[src/rtl/core/lru_virtual_handle_manager_assert.svh]
// ----------------------------------------------------------------------------
// LRU virtual handle manager: assertion macros
// Clocked, reset-qualified assertion helpers shared by the RTL.
// ----------------------------------------------------------------------------
`ifndef LRU_VIRTUAL_HANDLE_MANAGER_ASSERT_SVH
`define LRU_VIRTUAL_HANDLE_MANAGER_ASSERT_SVH

// Check a property on every clock edge outside reset.
`define LVHM_ASSERT_ALWAYS(lbl, prop, msg) \
	lbl: assert property (@(posedge clk) disable iff (!arst_n) (prop)) else $error(msg);

// Check that the consequent holds whenever the antecedent does.
`define LVHM_ASSERT_IMPLY(lbl, ante, cons, msg) \
	lbl: assert property (@(posedge clk) disable iff (!arst_n) (ante) |-> (cons)) \
		else $error(msg);

`endif

[src/rtl/core/lvhm_pkg.sv]
// ----------------------------------------------------------------------------
// lvhm_pkg
// Types, sizes and codes of the LRU virtual handle manager.
// ----------------------------------------------------------------------------
`default_nettype none

package lvhm_pkg;

	localparam int SLOT_COUNT = 16;
	localparam int STAMP_BITS = 32;
	localparam int SLOT_W     = $clog2(SLOT_COUNT);
	localparam int HANDLE_W   = 5;
	localparam int LIMIT_W    = 5;
	localparam int CNT_W      = 5;
	localparam int STATUS_W   = 4;

	localparam logic [LIMIT_W-1:0] LIMIT_RESET = LIMIT_W'(8);

	// operation codes
	localparam logic [1:0] OP_OPEN   = 2'd0;
	localparam logic [1:0] OP_ACCESS = 2'd1;
	localparam logic [1:0] OP_CLOSE  = 2'd2;
	localparam logic [1:0] OP_QUERY  = 2'd3;

	// result status codes
	localparam logic [STATUS_W-1:0] ST_EVICT       = 4'd0;
	localparam logic [STATUS_W-1:0] ST_ALREADY     = 4'd1;
	localparam logic [STATUS_W-1:0] ST_REOPENED    = 4'd2;
	localparam logic [STATUS_W-1:0] ST_OPENED_NEW  = 4'd3;
	localparam logic [STATUS_W-1:0] ST_BAD_HANDLE  = 4'd4;
	localparam logic [STATUS_W-1:0] ST_NO_FREE     = 4'd5;
	localparam logic [STATUS_W-1:0] ST_OPEN_FAILED = 4'd6;
	localparam logic [STATUS_W-1:0] ST_CLOSED_OPEN = 4'd7;
	localparam logic [STATUS_W-1:0] ST_CLOSED_EVIC = 4'd8;
	localparam logic [STATUS_W-1:0] ST_ERROR_REP   = 4'd9;

	typedef struct packed {
		logic [1:0]          op;
		logic [HANDLE_W-1:0] handle;
		logic                open_ok;
		logic                io_error;
	} in_item_t;

	typedef struct packed {
		logic [STATUS_W-1:0] status;
		logic [HANDLE_W-1:0] result_handle;
		logic                error_flag;
		logic [CNT_W-1:0]    open_now;
		logic                last;
	} out_item_t;

	typedef enum logic [2:0] {
		S_IDLE,
		S_TOUCH,
		S_CHECK,
		S_SCAN,
		S_EVICT,
		S_FINISH,
		S_OUT
	} state_t;

endpackage

`default_nettype wire

[src/rtl/core/lru_virtual_handle_manager.sv]
// ----------------------------------------------------------------------------
// lru_virtual_handle_manager
// Handle table with a limit on physically open handles and LRU eviction.
// ----------------------------------------------------------------------------
// Usage:
//   in_*  : one request beat per item (op, handle, open_ok, io_error).
//   out_* : one or more result beats per item; the final one has last set.
//   cfg_* : write of open_limit, always ready; write it only while idle.
// One item at a time: in_ready is high only while the block is idle, and it
// returns in the cycle after the final result beat is taken.
// Path of an item through the sequencer, up to its first result beat:
//   query, close, bad handle, table full : straight to the result beat
//   access of an open slot                : touch, then the result beat
//   open/access without eviction          : touch, check, finish, result beat
//   open/access that evicts               : touch, check, scan, evict, victim beat
// Each eviction reads the 16 stamps one per cycle through a single comparator,
// behind the read register, then selects the victim and shows its beat; after
// each victim beat the sequencer checks the limit again before it finishes.
// A stalled receiver (out_ready low) holds the result beat and the whole
// sequencer; nothing is lost. Reset clears the slot flags, the use clock and
// the open count and loads open_limit with 8; stamps stay undefined until
// an open or access writes them.
// ----------------------------------------------------------------------------
`default_nettype none

module lru_virtual_handle_manager (
	input  wire logic                  clk,
	input  wire logic                  arst_n,
	input  wire logic                  in_valid,
	output logic                       in_ready,
	input  wire lvhm_pkg::in_item_t    in_data,
	output logic                       out_valid,
	input  wire logic                  out_ready,
	output lvhm_pkg::out_item_t        out_data,
	input  wire logic                  cfg_valid,
	output logic                       cfg_ready,
	input  wire logic [lvhm_pkg::LIMIT_W-1:0] cfg_data
);

	localparam int SLOT_COUNT = lvhm_pkg::SLOT_COUNT;
	localparam int SLOT_W     = lvhm_pkg::SLOT_W;
	localparam int STAMP_BITS = lvhm_pkg::STAMP_BITS;
	localparam int HANDLE_W   = lvhm_pkg::HANDLE_W;
	localparam int CNT_W      = lvhm_pkg::CNT_W;
	localparam int STATUS_W   = lvhm_pkg::STATUS_W;

	// Turn a slot index into its virtual handle number.
	function automatic logic [HANDLE_W-1:0] slot_handle(input logic [SLOT_W-1:0] s);
		return HANDLE_W'({1'b0, s}) + HANDLE_W'(1);
	endfunction

	lvhm_pkg::state_t state_q, state_d;

	// slot flags and counters
	logic [SLOT_COUNT-1:0]   slot_used_q, slot_open_q, slot_failed_q;
	logic [STAMP_BITS-1:0]   use_clock_q;
	logic [CNT_W-1:0]        open_total_q;
	logic [lvhm_pkg::LIMIT_W-1:0] open_limit_q;

	// item being served
	lvhm_pkg::in_item_t      item_q;
	logic [SLOT_W-1:0]       slot_q;
	logic                    fresh_q;

	// stamp memory and scan datapath
	logic [STAMP_BITS-1:0]   stamp_mem [SLOT_COUNT];
	logic [SLOT_W:0]         scan_q;
	logic [SLOT_W-1:0]       scan_idx;
	logic                    scan_cand;
	logic                    valid_s1;
	logic [SLOT_W-1:0]       idx_s1;
	logic [STAMP_BITS-1:0]   rd_s1;
	logic                    best_vld_q;
	logic [SLOT_W-1:0]       best_idx_q;
	logic [STAMP_BITS-1:0]   best_q;
	logic                    take_best;

	// result register
	logic [STATUS_W-1:0]     res_status_q;
	logic [HANDLE_W-1:0]     res_handle_q;
	logic                    res_ef_q;
	logic                    res_last_q;

	// request decode
	logic                    in_fire;
	logic                    free_found;
	logic [SLOT_W-1:0]       free_idx;
	logic [HANDLE_W-1:0]     hdl_m1;
	logic                    hdl_in_range;
	logic [SLOT_W-1:0]       hsel;
	logic                    hdl_ok;
	logic                    query_ef;
	logic                    limit_hit;

	assign in_fire = in_valid && in_ready;

	// Find the lowest unused slot for an open.
	always_comb begin
		free_found = 1'b0;
		free_idx   = '0;
		for (int i = SLOT_COUNT - 1; i >= 0; i--) begin
			if (!slot_used_q[i]) begin
				free_found = 1'b1;
				free_idx   = SLOT_W'(i);
			end
		end
	end

	// A handle names a slot only when it lies in 1..SLOT_COUNT and that slot is in use.
	assign hdl_m1       = in_data.handle - HANDLE_W'(1);
	assign hdl_in_range = (in_data.handle != '0)
		&& ({1'b0, in_data.handle} <= (HANDLE_W + 1)'(SLOT_COUNT));
	assign hsel         = hdl_m1[SLOT_W-1:0];
	assign hdl_ok       = hdl_in_range && slot_used_q[hsel];

	// Query answer: a bad handle or a sticky failure reports an error, else the stream error while open.
	always_comb begin
		if (!hdl_ok)
			query_ef = 1'b1;
		else if (slot_failed_q[hsel])
			query_ef = 1'b1;
		else
			query_ef = slot_open_q[hsel] && in_data.io_error;
	end

	assign limit_hit = ({1'b0, open_total_q} >= {1'b0, open_limit_q});

	// Scan candidate: open slot other than the one being served.
	assign scan_idx  = scan_q[SLOT_W-1:0];
	assign scan_cand = slot_used_q[scan_idx] && slot_open_q[scan_idx] && (scan_idx != slot_q);

	// Single comparator: keeps the smallest stamp, earliest slot on ties.
	assign take_best = valid_s1 && (!best_vld_q || (rd_s1 < best_q));

	// ------------------------------------------------------------------
	// Next state
	// ------------------------------------------------------------------
	always_comb begin
		state_d = state_q;
		unique case (state_q)
			lvhm_pkg::S_IDLE: begin
				if (in_fire) begin
					unique case (in_data.op)
						lvhm_pkg::OP_OPEN:
							state_d = free_found ? lvhm_pkg::S_TOUCH : lvhm_pkg::S_OUT;
						lvhm_pkg::OP_ACCESS:
							state_d = hdl_ok ? lvhm_pkg::S_TOUCH : lvhm_pkg::S_OUT;
						default:
							state_d = lvhm_pkg::S_OUT;
					endcase
				end
			end
			lvhm_pkg::S_TOUCH:
				state_d = slot_open_q[slot_q] ? lvhm_pkg::S_OUT : lvhm_pkg::S_CHECK;
			lvhm_pkg::S_CHECK:
				state_d = limit_hit ? lvhm_pkg::S_SCAN : lvhm_pkg::S_FINISH;
			lvhm_pkg::S_SCAN: begin
				if (scan_q == (SLOT_W + 1)'(SLOT_COUNT))
					state_d = lvhm_pkg::S_EVICT;
			end
			lvhm_pkg::S_EVICT:
				state_d = best_vld_q ? lvhm_pkg::S_OUT : lvhm_pkg::S_FINISH;
			lvhm_pkg::S_FINISH:
				state_d = lvhm_pkg::S_OUT;
			lvhm_pkg::S_OUT: begin
				if (out_ready)
					state_d = res_last_q ? lvhm_pkg::S_IDLE : lvhm_pkg::S_CHECK;
			end
			default:
				state_d = lvhm_pkg::S_IDLE;
		endcase
	end

	// ------------------------------------------------------------------
	// Handshake outputs
	// ------------------------------------------------------------------
	always_comb begin
		in_ready  = (state_q == lvhm_pkg::S_IDLE);
		out_valid = (state_q == lvhm_pkg::S_OUT);
		cfg_ready = 1'b1;
	end

	// open_now follows the count, which is settled before the beat is shown
	assign out_data = '{
		status:        res_status_q,
		result_handle: res_handle_q,
		error_flag:    res_ef_q,
		open_now:      open_total_q,
		last:          res_last_q
	};

	// ------------------------------------------------------------------
	// Control state
	// ------------------------------------------------------------------
	always_ff @(posedge clk or negedge arst_n) begin
		if (!arst_n) begin
			state_q       <= lvhm_pkg::S_IDLE;
			slot_used_q   <= '0;
			slot_open_q   <= '0;
			slot_failed_q <= '0;
			use_clock_q   <= '0;
			open_total_q  <= '0;
			open_limit_q  <= lvhm_pkg::LIMIT_RESET;
			scan_q        <= '0;
			best_vld_q    <= 1'b0;
			valid_s1      <= 1'b0;
		end else begin
			state_q  <= state_d;
			// issue stage of the scan: flag whether the read slot competes
			valid_s1 <= (state_q == lvhm_pkg::S_SCAN)
				&& (scan_q != (SLOT_W + 1)'(SLOT_COUNT)) && scan_cand;

			if (cfg_valid && cfg_ready)
				open_limit_q <= cfg_data;

			case (state_q)
				lvhm_pkg::S_IDLE: begin
					if (in_fire) begin
						if (in_data.op == lvhm_pkg::OP_OPEN && free_found) begin
							// claim the slot fresh
							slot_used_q[free_idx]   <= 1'b1;
							slot_open_q[free_idx]   <= 1'b0;
							slot_failed_q[free_idx] <= 1'b0;
						end else if (in_data.op == lvhm_pkg::OP_CLOSE && hdl_ok) begin
							if (slot_open_q[hsel])
								open_total_q <= open_total_q - CNT_W'(1);
							slot_open_q[hsel] <= 1'b0;
							slot_used_q[hsel] <= 1'b0;
						end
					end
				end
				lvhm_pkg::S_TOUCH:
					use_clock_q <= use_clock_q + STAMP_BITS'(1);
				lvhm_pkg::S_CHECK: begin
					scan_q     <= '0;
					best_vld_q <= 1'b0;
				end
				lvhm_pkg::S_SCAN: begin
					scan_q <= scan_q + (SLOT_W + 1)'(1);
					if (take_best)
						best_vld_q <= 1'b1;
				end
				lvhm_pkg::S_EVICT: begin
					if (best_vld_q) begin
						slot_open_q[best_idx_q] <= 1'b0;
						open_total_q            <= open_total_q - CNT_W'(1);
					end
				end
				lvhm_pkg::S_FINISH: begin
					if (item_q.open_ok) begin
						slot_open_q[slot_q] <= 1'b1;
						open_total_q        <= open_total_q + CNT_W'(1);
					end else begin
						slot_failed_q[slot_q] <= 1'b1;
						if (fresh_q)
							slot_used_q[slot_q] <= 1'b0;
					end
				end
				default: begin
				end
			endcase
		end
	end

	// ------------------------------------------------------------------
	// Stamp memory: one write port (touch), one registered read port (scan)
	// ------------------------------------------------------------------
	always_ff @(posedge clk) begin
		if (state_q == lvhm_pkg::S_TOUCH)
			stamp_mem[slot_q] <= use_clock_q + STAMP_BITS'(1);
		rd_s1  <= stamp_mem[scan_idx];
		idx_s1 <= scan_idx;
	end

	// ------------------------------------------------------------------
	// Payload: item, best candidate and the result beat
	// ------------------------------------------------------------------
	always_ff @(posedge clk) begin
		case (state_q)
			lvhm_pkg::S_IDLE: begin
				if (in_fire) begin
					item_q  <= in_data;
					fresh_q <= (in_data.op == lvhm_pkg::OP_OPEN);
					slot_q  <= (in_data.op == lvhm_pkg::OP_OPEN) ? free_idx : hsel;
					res_last_q <= 1'b1;
					unique case (in_data.op)
						lvhm_pkg::OP_OPEN: begin
							res_status_q <= lvhm_pkg::ST_NO_FREE;
							res_handle_q <= '0;
							res_ef_q     <= 1'b0;
						end
						lvhm_pkg::OP_ACCESS: begin
							res_status_q <= lvhm_pkg::ST_BAD_HANDLE;
							res_handle_q <= in_data.handle;
							res_ef_q     <= 1'b0;
						end
						lvhm_pkg::OP_CLOSE: begin
							res_handle_q <= in_data.handle;
							res_ef_q     <= 1'b0;
							if (!hdl_ok)
								res_status_q <= lvhm_pkg::ST_BAD_HANDLE;
							else if (slot_open_q[hsel])
								res_status_q <= lvhm_pkg::ST_CLOSED_OPEN;
							else
								res_status_q <= lvhm_pkg::ST_CLOSED_EVIC;
						end
						default: begin
							res_status_q <= lvhm_pkg::ST_ERROR_REP;
							res_handle_q <= in_data.handle;
							res_ef_q     <= query_ef;
						end
					endcase
				end
			end
			lvhm_pkg::S_TOUCH: begin
				// already open: answer at once
				res_status_q <= lvhm_pkg::ST_ALREADY;
				res_handle_q <= slot_handle(slot_q);
				res_ef_q     <= 1'b0;
				res_last_q   <= 1'b1;
			end
			lvhm_pkg::S_SCAN: begin
				if (take_best) begin
					best_q     <= rd_s1;
					best_idx_q <= idx_s1;
				end
			end
			lvhm_pkg::S_EVICT: begin
				res_status_q <= lvhm_pkg::ST_EVICT;
				res_handle_q <= slot_handle(best_idx_q);
				res_ef_q     <= 1'b0;
				res_last_q   <= 1'b0;
			end
			lvhm_pkg::S_FINISH: begin
				res_ef_q   <= 1'b0;
				res_last_q <= 1'b1;
				if (item_q.open_ok) begin
					res_status_q <= fresh_q ? lvhm_pkg::ST_OPENED_NEW : lvhm_pkg::ST_REOPENED;
					res_handle_q <= slot_handle(slot_q);
				end else begin
					res_status_q <= lvhm_pkg::ST_OPEN_FAILED;
					res_handle_q <= fresh_q ? '0 : slot_handle(slot_q);
				end
			end
			default: begin
			end
		endcase
	end

	// ------------------------------------------------------------------
	// Assertions
	// ------------------------------------------------------------------
`include "lru_virtual_handle_manager_assert.svh"

	`LVHM_ASSERT_ALWAYS(a_open_count, open_total_q == CNT_W'($countones(slot_open_q)), "open count out of step with slot flags")
	`LVHM_ASSERT_ALWAYS(a_open_used, (slot_open_q & ~slot_used_q) == '0, "open slot not in use")
	`LVHM_ASSERT_ALWAYS(a_one_side, !(in_ready && out_valid), "request taken while a result is pending")
	`LVHM_ASSERT_IMPLY(a_victim_other, out_valid && (res_status_q == lvhm_pkg::ST_EVICT), (res_handle_q != slot_handle(slot_q)) && !res_last_q, "served slot chosen as victim")

endmodule

`default_nettype wire

[config.mk]
export PLATFORM = sky130hd
export DESIGN_NAME = lru_virtual_handle_manager
export DESIGN_NICKNAME = d
export VERILOG_FILES = /design/src/rtl/core/lvhm_pkg.sv /design/src/rtl/core/lru_virtual_handle_manager.sv
export VERILOG_INCLUDE_DIRS = /design/src /design/src/rtl/core
export SDC_FILE = /design/constraint.sdc
export NUM_CORES = 1
export LEC_CHECK = 0
export ABC_AREA = 1
export BUFFER_PORTS_ARGS = -buffer_cell sky130_fd_sc_hd__buf_2
export CAP_MARGIN = 40
export CORE_MARGIN = 2
export CORE_UTILIZATION = 63
export CTS_CLUSTER_SIZE = 40
export DETAILED_ROUTE_END_ITERATION = 6
export PLACE_DENSITY_LB_ADDON = 0.3
export RECOVER_POWER = 50
export SLEW_MARGIN = 20
export SYNTH_ARGS = -nofsm -noshare
export SYNTH_HDL_FRONTEND = slang
export SYNTH_SLANG_ARGS = --single-unit
[constraint.sdc]
create_clock -name clk -period 5.37 [get_ports clk]
set_clock_uncertainty 0.05 [all_clocks]
set_input_delay 1.074 -clock clk [delete_from_list [all_inputs] [get_ports clk]]
set_output_delay 1.074 -clock clk [all_outputs]
set_load 0.01 [all_outputs]
==> results.toml <==
[global_routing]
grt_pass1_wl_um = 130900
grt_pass1_vias = 21630
met2_usage_pct = 55.67
grt-busiest-layer = "met2"
overflow = 0
met3_usage_pct = 6.678
grt_max_degree = 87
track_usage_pct = 35.55
antenna_found_initial = 0
use_met1_pct = 49.19

[synth]
synth_top_family_by_area = "simple AND/OR/NAND/NOR gates"
synth_xor_area_share_pct = 1.191
yosys-top-cells-area = "edfxtp_1 (56%), dfrtp_1 (8.2%), o21ai_0 (6.4%)"
synthCells = 2742
syn_nets = 2816
syn_avg_cell_area_um2 = 11.00
synth_top_cell_by_area = "edfxtp_1"
yosys_warnings = 0
synth-edff-count = 565
netlist_area_um2 = 30150
synth_compound_area_share_pct = 12.30
yosys.area_share.simple_pct = 12.96
muxShareOfSynthArea_pct = 0.07470
seq_area_frac_synth_pct = 66.97
synth_ff_type = "edfxtp_1"
synth_cell_types = 55
synthDominantCellAreaShare_pct = 56.27
ys_seq_elements = 701
yosys.area_share.adder_pct = 2.307
synthArstFlopShare_pct = 14.27

[sta]
worst_pin_slew_ns = 2.509
finalHoldViolCount = 0
fmax_mhz = 226.5
drv_slew = 381
rsz0062_at_grt = "false"
layout_min_cycle_time_ns = 4.416
setup_violations = 0
final.setup.tns_ns = 0
maxSlewHeadroom_pct = -67.27
fin_crit_sh_pct = 82.23

[route]
dr.pass1.iters = 6
wire_per_inst_um = 25.17
drc = 0
vias = 22270
via_per_inst = 6.411
drtAntennaViolNets = 0
routed_wl_um = 87400
drtIter0Drc = 3132

[final_layout]
area_growth_pct = 11.93
drive_gt1_share_pct = 7.768
num_antenna_cells = 0
final_nets = 2875

[run_status]
failed_checks = "capacitance limit, slew limit"
status = "finished with violations"

[power]
leakage_nw = 11.45
p_int_mw = 10.53
p_per_area_nw_per_um2 = 465.5
power.total_mw = 15.71
p_comb_share_pct = 22.6
clkPwrFrac_pct = 33.1
p_sw_mw = 5.176
switching_share_pct = 32.95
p_seq_share_pct = 44.3
ir_drop_mv = 0.4540

[place]
hpwl_um = 54410
numPortBuffers = 36
gp_congestion = 0.9687

[setup_path]
endpoint = "stamp_mem[0][7]"
worstReg2RegEnd = "stamp_mem[0][7]"
crit_type = "flop to flop"
worst-path-max-fanout = 13
crit_required_ns = 5.63
startpoint = "state_q[1]"
critPathCaptureType = "flop"
ff2ff_path_depth = 8
regToRegSetupSlack_ns = 0.95
r2r_start = "state_q[1]"
cp-start-kind = "flop"
arrival_ns = 4.68

[floorplan]
dieHeight_um = 222.8
dieArea_um2 = 49620
die_w_um = 222.8
io_pins = 38
core_area_um2 = 47450
row_count = 80
start_util_pct = 63.54

[cts]
root_buffer = "clkbuf_16"
clk_pin_slew_ns = 0.06
cts_buffers = 71
htree_levels = 3
cts_hold_buf = 0
clk_path_buf_depth = 3
postCtsSetupRepairBufs = 0
worst_skew_pair.late_latency_ns = 0.63
cts.sinks = 701
post_cts_resized = 0
cts_tree = "built"

[hold_path]
min_path_cells = 0
hp-class = "flop to flop"

[run]
maxCapViolCount = 12
-- sequential cells by signal, indices dropped and copies added, names as in the netlist, 16 cells and up --
register	flops
slot_failed_q	16
slot_open_q	16
use_clock_q	32
rd_s1	32
stamp_mem	512
slot_used_q	16
best_q	32
-- power groups by stage --
stage	logic, mW	registers (mW)	clock network [mW]
2_1_floorplan	2.35	6.80	0
3_5_place_dp	3.50	7.04	0
5_1_grt	3.89	6.99	5.41
4_1_cts	3.54	6.94	5.21
3_3_place_gp	3.31	7.02	0
6_report	3.56	6.96	5.19
-- worst min path at each step --
| stage | from | endpoint | slack [ns] |
|---|---|---|---|
| finish | idx_s1[1] | best_idx_q[1] | 0.35 |
| global route | idx_s1[1] | best_idx_q[1] | 0.36 |
| CTS | arst_n | scan_q[1] | 0.29 |
| detailed placement | idx_s1[2] | best_idx_q[2] | 0.34 |
| global placement | idx_s1[3] | best_idx_q[3] | 0.34 |
| floorplan | scan_q[2] | idx_s1[2] | 0.30 |
-- layout by cell type, fill, tap and decap left out, drive strengths merged, types with 3 or more instances in the layout --
master    Yosys  routed
nor4          7       7
xnor2         4       4
ha           54      54
nor2        363     363
a31oi         7       7
a21oi        87      87
clkinv        4      24
dfrtp        99      99
xor2         37      37
o21a          3       3
o21bai        5       5
a21boi        3       3
edfxtp      565     565
buf          17      75
nand4        51      51
o221ai        8       8
bufinv        0      10
clkbuf      124     143
clkinvlp      0       6
dfxtp        36      36
nand3        56      56
inv         185     188
o22ai       133     133
o211ai       14      14
nor3         32      32
o21ai       394     394
o311ai        7       7
nand2       428     428
o31ai         3       3
-- logic make-up after synthesis --
group | Yosys count
buffers and inverters | 330
DFF | 701
AOI/OAI and AO/OA | 673
muxes | 2
other | 1
xor gates and xnor gates | 41
and+or+nand+nor | 939
adders and majority gates | 55
-- worst max-delay path, cell delays in order, from the launching register on --
cell	delay, ns
dfrtp_1	0.47
nor2_1	0.21
inv_1	0.12
nor2_1	0.18
clkinv_1	0.22
clkbuf_1	0.45
nor2_1	0.83
clkbuf_1	1.16
buf_4	0.40
-- layer usage --
| layer | share of wire, % | vias to the layer above |
|---|---|---|
| met4 | 4.3 | 0 |
| met3 | 11 | 237 |
| met2 | 47 | 1388 |
| met1 | 38 | 10810 |
| li1 | - | 9834 |
| met5 | 0 | - |
-- cells in the mapped netlist (6+ instances only) --
master / n
o211ai_1: 14
inv_2: 7
o22ai_1: 133
a31oi_1: 7
ha_1: 54
nand4_1: 51
nand2_1: 425
nor2_1: 355
dfxtp_1: 36
inv_1: 178
o311ai_0: 7
nor4_1: 6
o21ai_0: 383
o221ai_1: 8
o21ai_1: 11
clkbuf_1: 124
edfxtp_1: 565
xor2_1: 37
a21oi_1: 85
dfrtp_1: 99
buf_2: 9
nand3_1: 52
nor3_1: 29
-- per-stage QoR --
stage / std cells / hold WS [ns] / setup WS (ns) / instance area, um^2 / util, %
after global placement: 3306 / 0.3390 / 1.127 / 31120 / 65.59
after CTS: 3471 / 0.2876 / 1.663 / 34080 / 71.83
after detailed placement: 3341 / 0.3449 / 1.055 / 31620 / 66.64
after floorplan: 2742 / 0.2954 / 1.090 / 30150 / -
final: 3473 / 0.3455 / 0.9542 / 33750 / 71.13
after global routing: 3473 / 0.3582 / 0.8157 / 33750 / 71.13
-- layout make-up --
cell class	instances	area [um^2]
tap	615	769.5
timing repair buffer	127	868.3
fill	3243	13700
sequential	701	20190
clock buffer	91	1943
multi-input combinational	1711	8736
clock inverter	39	521.8
inverter	189	716.9
(Power assumes the default switching activity.)
